--- src/rtl/area_average_matrix_resize_unit_assert.svh ---
// Assertion macros shared by the resize unit RTL.
`ifndef AREA_AVERAGE_MATRIX_RESIZE_UNIT_ASSERT_SVH
`define AREA_AVERAGE_MATRIX_RESIZE_UNIT_ASSERT_SVH

// The consequent must hold in the same cycle as the antecedent.
`define AAMR_ASSERT_SAME(lbl, ante, cons, msg) \
   lbl: assert property (@(posedge clock) disable iff (reset) (ante) |-> (cons)) \
      else $error(msg);

// The consequent must hold in the cycle after the antecedent.
`define AAMR_ASSERT_NEXT(lbl, ante, cons, msg) \
   lbl: assert property (@(posedge clock) disable iff (reset) (ante) |=> (cons)) \
      else $error(msg);

`endif

--- src/rtl/aamr_pkg.sv ---
// Package with the sizes, types and helper functions of the resize unit.
`timescale 1ns / 1ps

package aamr_pkg;

   localparam int MAX_ROWS    = 64;
   localparam int MAX_COLS    = 64;
   localparam int SAMPLE_BITS = 16;
   localparam int FRAC_BITS   = 8;

   // Field widths fixed by the interface definition.
   localparam int CFG_BITS = 7;
   localparam int ROW_BITS = 6;
   localparam int COL_BITS = 6;

   localparam int MAX_DIM    = (MAX_ROWS > MAX_COLS) ? MAX_ROWS : MAX_COLS;
   localparam int DIM_BITS   = $clog2(MAX_DIM + 1);
   localparam int AX_BITS    = $clog2(MAX_DIM * MAX_DIM + 1);
   localparam int WT_BITS    = 2 * DIM_BITS;
   localparam int DEPTH      = MAX_ROWS * MAX_COLS;
   localparam int ADDR_BITS  = (DEPTH > 1) ? $clog2(DEPTH) : 1;
   localparam int DEN_BITS   = $clog2(DEPTH + 1);
   localparam int ACC_BITS   = SAMPLE_BITS + DEN_BITS;
   localparam int NUM_BITS   = ACC_BITS + FRAC_BITS + 1;
   localparam int CNT_BITS   = $clog2(NUM_BITS + 1);
   localparam int VALUE_BITS = SAMPLE_BITS + FRAC_BITS;

   localparam int CSR_DATA_BITS = 32;
   localparam int CSR_ADDR_BITS = 4;

   typedef enum logic [1:0] {
      REG_OLD_ROWS = 2'd0,
      REG_OLD_COLS = 2'd1,
      REG_NEW_ROWS = 2'd2,
      REG_NEW_COLS = 2'd3
   } reg_index_type;

   typedef enum logic {
      KIND_WRITE = 1'b0,
      KIND_READ  = 1'b1
   } kind_type;

   typedef logic signed [SAMPLE_BITS-1:0] sample_type;
   typedef logic signed [VALUE_BITS-1:0]  value_type;
   typedef logic [DIM_BITS-1:0]           dim_type;
   typedef logic [AX_BITS-1:0]            ax_type;

   typedef struct packed {
      logic busy;
      logic done;
   } div_stat_type;

   // A dimension register value of zero acts as one; anything above the maximum is clamped.
   function automatic dim_type fit_dim(input logic [CFG_BITS-1:0] v, input int maxv);
      int d;
      d = int'(v);
      if (d < 1) d = 1;
      if (d > maxv) d = maxv;
      return DIM_BITS'(d);
   endfunction

   // Overlap of two cells on a common axis, each given by its low edge and span.
   function automatic dim_type overlap(input ax_type alo, input dim_type as_span,
                                       input ax_type blo, input dim_type bs_span);
      ax_type ahi;
      ax_type bhi;
      ax_type lo;
      ax_type hi;
      ahi = alo + AX_BITS'(as_span);
      bhi = blo + AX_BITS'(bs_span);
      lo  = (alo > blo) ? alo : blo;
      hi  = (ahi < bhi) ? ahi : bhi;
      return (hi > lo) ? DIM_BITS'(hi - lo) : '0;
   endfunction

endpackage

--- src/rtl/aamr_div.sv ---
// Bit-serial restoring divider that produces one quotient bit per cycle.
`timescale 1ns / 1ps

module aamr_div (
   input  logic                          clock,
   input  logic                          reset,
   input  logic                          start,
   input  logic [aamr_pkg::NUM_BITS-1:0] numer,
   input  logic [aamr_pkg::DEN_BITS-1:0] denom,
   output logic [aamr_pkg::NUM_BITS-1:0] quot,
   output aamr_pkg::div_stat_type        stat
);

   logic                          busy_ff, busy_in;
   logic                          done_ff, done_in;
   logic [aamr_pkg::CNT_BITS-1:0] count_ff, count_in;
   logic [aamr_pkg::NUM_BITS-1:0] num_ff, num_in;
   logic [aamr_pkg::DEN_BITS-1:0] rem_ff, rem_in;
   logic [aamr_pkg::DEN_BITS-1:0] den_ff, den_in;
   logic [aamr_pkg::DEN_BITS:0]   shifted;
   logic [aamr_pkg::DEN_BITS:0]   diff;
   logic                          ge;
   logic                          last_step;

   assign shifted   = {rem_ff, num_ff[aamr_pkg::NUM_BITS-1]};
   assign diff      = shifted - {1'b0, den_ff};
   assign ge        = shifted >= {1'b0, den_ff};
   assign last_step = count_ff == aamr_pkg::CNT_BITS'(aamr_pkg::NUM_BITS - 1);

   always_comb begin
      busy_in  = busy_ff;
      done_in  = 1'b0;
      count_in = count_ff;
      num_in   = num_ff;
      rem_in   = rem_ff;
      den_in   = den_ff;
      if (start) begin
         busy_in  = 1'b1;
         count_in = '0;
         num_in   = numer;
         rem_in   = '0;
         den_in   = denom;
      end else if (busy_ff) begin
         // The numerator register shifts out dividend bits and takes in quotient bits.
         num_in   = {num_ff[aamr_pkg::NUM_BITS-2:0], ge};
         rem_in   = ge ? diff[aamr_pkg::DEN_BITS-1:0] : shifted[aamr_pkg::DEN_BITS-1:0];
         count_in = count_ff + 1'b1;
         if (last_step) begin
            busy_in = 1'b0;
            done_in = 1'b1;
         end
      end
   end

   always_ff @(posedge clock) begin
      if (reset) begin
         busy_ff  <= 1'b0;
         done_ff  <= 1'b0;
         count_ff <= '0;
      end else begin
         busy_ff  <= busy_in;
         done_ff  <= done_in;
         count_ff <= count_in;
      end
   end

   always_ff @(posedge clock) begin
      num_ff <= num_in;
      rem_ff <= rem_in;
      den_ff <= den_in;
   end

   assign quot      = num_ff;
   assign stat.busy = busy_ff;
   assign stat.done = done_ff;

endmodule

--- config.mk ---
export PLATFORM = sky130hd
export DESIGN_NAME = aamr_div
export DESIGN_NICKNAME = d
export VERILOG_FILES = /design/src/rtl/area_average_matrix_resize_unit_assert.svh /design/src/rtl/aamr_pkg.sv /design/src/rtl/aamr_div.sv
export SDC_FILE = /design/constraint.sdc
export NUM_CORES = 1
export LEC_CHECK = 0
export ABC_AREA = 1
export BUFFER_PORTS_ARGS = -buffer_cell sky130_fd_sc_hd__buf_2
export CAP_MARGIN = 10
export CORE_MARGIN = 3
export CORE_UTILIZATION = 40
export CTS_BUF_LIST = sky130_fd_sc_hd__clkbuf_8
export CTS_CLUSTER_DIAMETER = 50
export CTS_CLUSTER_SIZE = 12
export DETAILED_ROUTE_END_ITERATION = 10
export PLACE_DENSITY_LB_ADDON = 0.15
export SYNTH_ARGS = -nofsm -noshare
export SYNTH_HDL_FRONTEND = slang
export SYNTH_SLANG_ARGS = --single-unit
--- constraint.sdc ---
create_clock -name clock -period 2.65 [get_ports clock]
set_clock_uncertainty 0.2 [all_clocks]
set_input_delay 0.265 -clock clock [delete_from_list [all_inputs] [get_ports clock]]
set_output_delay 0.265 -clock clock [all_outputs]
set_load 0.02 [all_outputs]
Word level (Yosys, flattened, before mapping):

Cells that the tools add are included.

* flip-flop bits (word level): 72
* input bits: 54
* logic and storage cells: 21

* add/subtract/negate cells: 2
* magnitude comparators: 1
* equality and inequality tests: 1
* multiplexer cells: 7
* bitwise operators: 1
* reduce and logical (&&, ||, !) cells: 3

Operators with widths (number)
* two-way mux 38 bit: 2
* >= comparator 14 x 13 -> 1 bit: 1
* two-way mux 13 bit: 1
* subtractor 13 bit: 1
* adder 6 x 1 -> 6 bit (second input constant): 1
* == test 6 bit (second input constant): 1
* two-way mux 1 bit: 4
* OR reduction 3 bit: 1
* nonzero test 2 bit: 1
* OR reduction 2 bit: 1
* inverter 1 bit: 1

Logic depth before layout (Yosys ltp):

* word-level depth: 4
* depth in mapped cells: 12

Worst setup path after synthesis:

No wires, ideal clock.

* path type: register to register
* start: register num_ff (netlist bit quot[37])
* end: register num_ff (netlist bit quot[0]), data pin
* data arrival time: 1.806 ns
* required time: 2.198 ns
* path slack: 0.392 ns
* stages on the path, launching flop included: 12
* buffers on the path: 1
* clock period less this slack: 2.258 ns
* cell sequence: edfxtp_1 > inv_1 > ha_1 > inv_1 > fa_1 > nand2_1 > nand3_2 > nand2_2 > nand3_4 > buf_6 > nand2_1 > nand2_1

* longest elaborated chain between the ends: 3

Ends and longest elaborated chain
* start: declaration: RTL line aamr_div.sv:17 `logic [aamr_pkg::NUM_BITS-1:0] num_ff, num_in;`
* start signal: assignment: RTL line aamr_div.sv:68 `num_ff <= num_in;`
* >= comparator 14 x 13 -> 1 bit: RTL line aamr_div.sv:27 `assign ge = shifted >= {1'b0, den_ff};`
* two-way mux 38 bit: RTL line aamr_div.sv:43 `end else if (busy_ff) begin`
* two-way mux 38 bit: RTL line aamr_div.sv:37 `if (start) begin`
* named net num_in (one bit): RTL line aamr_div.sv:17

The timed path passes the listed nets, and every way through them passes these cells. The select of a mux whose other input is x is not followed.
A chain may end at the register's enable or synchronous reset.

Final worst setup path:

Ends and elaborated chain as after synthesis.

==> insert_results.sql <==
INSERT INTO impl_metrics (metric_group, metric, value, unit) VALUES
('logic_synthesis', 'synth-async-reset-ratio', '0', '%'),
('setup_path', 'cpMaxStageDelayCell', 'sky130_fd_sc_hd__fa_1', ''),
('clock_tree', 'cts_inserted_buffers', '9', ''),
('timing', 'maxSlewHeadroom', '67.5', '%'),
('clock_tree', 'cts.reportedPaths.clkPinSlew', '80', 'ps'),
('setup_path', 'crit_path_max_incr_delay', '450', 'ps'),
('timing', 'fmax', '451', 'MHz'),
('power', 'static_leakage', '2.61', 'nW'),
('die', 'std_cell_rows', '35', ''),
('placement', 'gp_routability_congestion', '0.925', ''),
('logic_synthesis', 'yosysTopAreaCell', 'sky130_fd_sc_hd__edfxtp_1', ''),
('placement', 'pre_cts_ws', '425', 'ps'),
('power', 'vdd_ir_drop_max', '0.289', 'mV'),
('die', 'dieArea', '10900', 'sq um'),
('timing', 'hold_viol_final', '0', ''),
('global_routing', 'globalRouteOverflowTotal', '0', ''),
('drt', 'first_pass_iters', '5', ''),
('timing', 'timing.final.crit_share', '83.6', '%'),
('worst_hold_path', 'min_path_type', 'input port to flip-flop', ''),
('die', 'chipWidth', '105', 'um'),
('logic_synthesis', 'synth.net_count', '551', ''),
('layout', 'flow.area_growth_from_synthesis', '33.8', '%'),
('clock_tree', 'clock_insertion_delay_worst_skew', '350', 'ps'),
('setup_path', 'path_class', 'flip-flop to flip-flop', ''),
('setup_path', 'element_type_at_the_critical_path_end', 'flip-flop', ''),
('placement', 'placed_cells_incl_taps', '695', ''),
('drt', 'initialDrtViolationCount', '166', ''),
('placement', 'detailedPlacementHpwl', '6.59', 'mm'),
('logic_synthesis', 'synth_area', '3880', 'sq um'),
('setup_path', 'cpMostUsedCell', 'sky130_fd_sc_hd__nand2_1', ''),
('timing', 'final-setup-viol-count', '0', ''),
('logic_synthesis', 'share_of_the_synthesized_area_in_the_top_cell_type', '39.4', '%'),
('clock_tree', 'cts_max_level', '3', ''),
('setup_path', 'crit_chain', 'inv_1 > ha_1 > inv_1 > fa_1 > nand2_1 > nand3_2 > nand2_2 > nand3_4 > nand2_1 > nand2_1', ''),
('status', 'run_status', 'completed', ''),
('timing', 'fin_tns_setup', '0', 'ps'),
('drt', 'via_count', '3562', ''),
('layout', 'antenna-diode-count', '0', ''),
('global_routing', 'antenna_found_initial', '0', ''),
('layout', 'fillerInstances', '861', ''),
('logic_synthesis', 'synthesis.instances', '481', ''),
('timing', 'slew_violations', '0', ''),
('clock_tree', 'tritoncts', 'yes', ''),
('drt', 'routed_via_density', '4.67', ''),
('logic_synthesis', 'synth-seq-cells', '72', ''),
('timing', 'timing_worst_slew_pin_value', '487', 'ps'),
('clock_tree', 'max-clock-path-buffers', '2', ''),
('die', 'io_pins', '94', ''),
('setup_path', 'cp_data_arrival_time', '2130', 'ps'),
('logic_synthesis', 'synth_cell_type_count', '30', ''),
('global_routing', 'global_route_wire_length_before_repair', '16.3', 'mm'),
('global_routing', 'grt_start_max_net_pins', '45', ''),
('logic_synthesis', 'synthMostInstantiatedCell', 'sky130_fd_sc_hd__nand2_1', ''),
('layout', 'share_of_layout_cells_above_drive_strength_1', '21.5', '%'),
('clock_tree', 'post-cts-setup-buffer-count', '0', ''),
('drt', 'drt-wirelength-per-cell', '12.7', 'um'),
('setup_path', 'worst-path-max-fanout', '15', ''),
('setup_path', 'crit_path_start_kind', 'flip-flop', ''),
('setup_path', 'worst-endpoint-required', '2560', 'ps'),
('logic_synthesis', 'synth_enable_flop_cells', '51', ''),
('job', 'maxCapViolations', '0', ''),
('logic_synthesis', 'synth_area_per_cell', '8.07', 'sq um'),
('logic_synthesis', 'ys_warnings', '0', ''),
('drt', 'drt_wl_total', '9.72', 'mm'),
('layout', 'fin_nets', '699', ''),
('global_routing', 'number_of_global_route_vias_before_repair', '3496', ''),
('die', 'die_h', '105', 'um'),
('timing', 'post-route-min-period', '2220', 'ps'),
('power', 'cellPowerDensity', '514', 'nW/um^2'),
('global_routing', 'grt_usage', '18.3', '%'),
('clock_tree', 'cts.sinks', '72', '');
## final timing paths
kind | slack [ps] | cells after the start | startpoint | to
setup / recovery | 430 | 10 | quot[37] | quot[0]
hold reg to reg | 260 | 2 | count_ff[5] | count_ff[5]
setup reg to reg | 430 | 10 | quot[37] | quot[0]
hold / removal | 120 | 1 | start | den_ff[0]
## state kept, by name, indices dropped and copies added, names as in the netlist
| signal | count |
|---|---|
| busy_ff | 1 |
| count_ff | 6 |
| den_ff | 13 |
| done_ff | 1 |
| quot | 38 |
| rem_ff | 13 |
## power by group
| group | internal [mW] | total (mW) | leakage [nW] | switching, mW |
|---|---|---|---|---|
| clock | 0.425 | 0.850 | 0.0901 | 0.425 |
| sequential | 1.30 | 1.35 | 0.687 | 0.0432 |
| combinational | 0.194 | 0.474 | 1.83 | 0.281 |
## cell usage in the layout, fill, tap and decap left out, types with 9 or more instances in the layout
master                            n
sky130_fd_sc_hd__nand4_1         17
sky130_fd_sc_hd__dlygate4sd3_1   52
sky130_fd_sc_hd__buf_4            9
sky130_fd_sc_hd__nand3_1         28
sky130_fd_sc_hd__clkbuf_8         9
sky130_fd_sc_hd__ha_1            15
sky130_fd_sc_hd__buf_2           93
sky130_fd_sc_hd__inv_1           65
sky130_fd_sc_hd__nand2_1        206
sky130_fd_sc_hd__edfxtp_1        51
sky130_fd_sc_hd__nor2_1          14
sky130_fd_sc_hd__dfxtp_1         21
## final cells by class
class,instances,area [sq um],area share (%)
clock buffer,9,124,2.38
multi-input combinational,323,1580,30.5
inverter,69,259,4.99
sequential,72,1950,37.6
clock inverter,7,62.6,1.20
tap,129,161,3.11
timing repair buffer,154,1050,20.3
## worst max-delay path: cells and delay by family, from the launching register on
family | cells | cell delay (ps)
adders and majority gates | 2 | 590
and+or+nand+nor | 6 | 660
buffers and inverters | 2 | 160
DFF | 1 | 380
## metrics by stage
| step | area, sq um | util (%) | hold WS (ps) | total power [mW] |
|---|---|---|---|---|
| final | 5190 | 55.7 | 124 | 2.67 |
| after global routing | 5190 | 55.7 | 127 | 2.80 |
| after global placement | 4490 | 48.1 | 242 | 1.78 |
| after CTS | 5190 | 55.7 | 119 | 2.70 |
| after floorplan | 3880 | - | 164 | 1.63 |
| after detailed placement | 4490 | 48.1 | 243 | 1.78 |
## routing by layer
layer  global-route usage (%)  up-vias  routed length (um)
met5                        0        -                   0
met4                     7.98        0                 189
met3                     4.35       17                 632
met2                     30.0      122                4500
met1                     23.0     1601                4400
li1                         -     1822                   -
## what timing repair did
item | in CTS | in global routing
hold buffers | 52 | 0
hold endpoints to repair | 52 | 0
setup endpoints to repair | 0 | 0
resized for setup | 0 | 0
## cell families after synthesis
logic type	count (synthesis)	share of synthesized area, %
flip-flops	72	50.3
buffers and inverters	86	8.96
XOR/XNOR	6	1.35
adder cells (fa/ha/maj)	16	5.35
AND/OR/NAND/NOR	286	31.7
AO/OA/AOI/OAI	15	2.32
(Power assumes the default switching activity.)
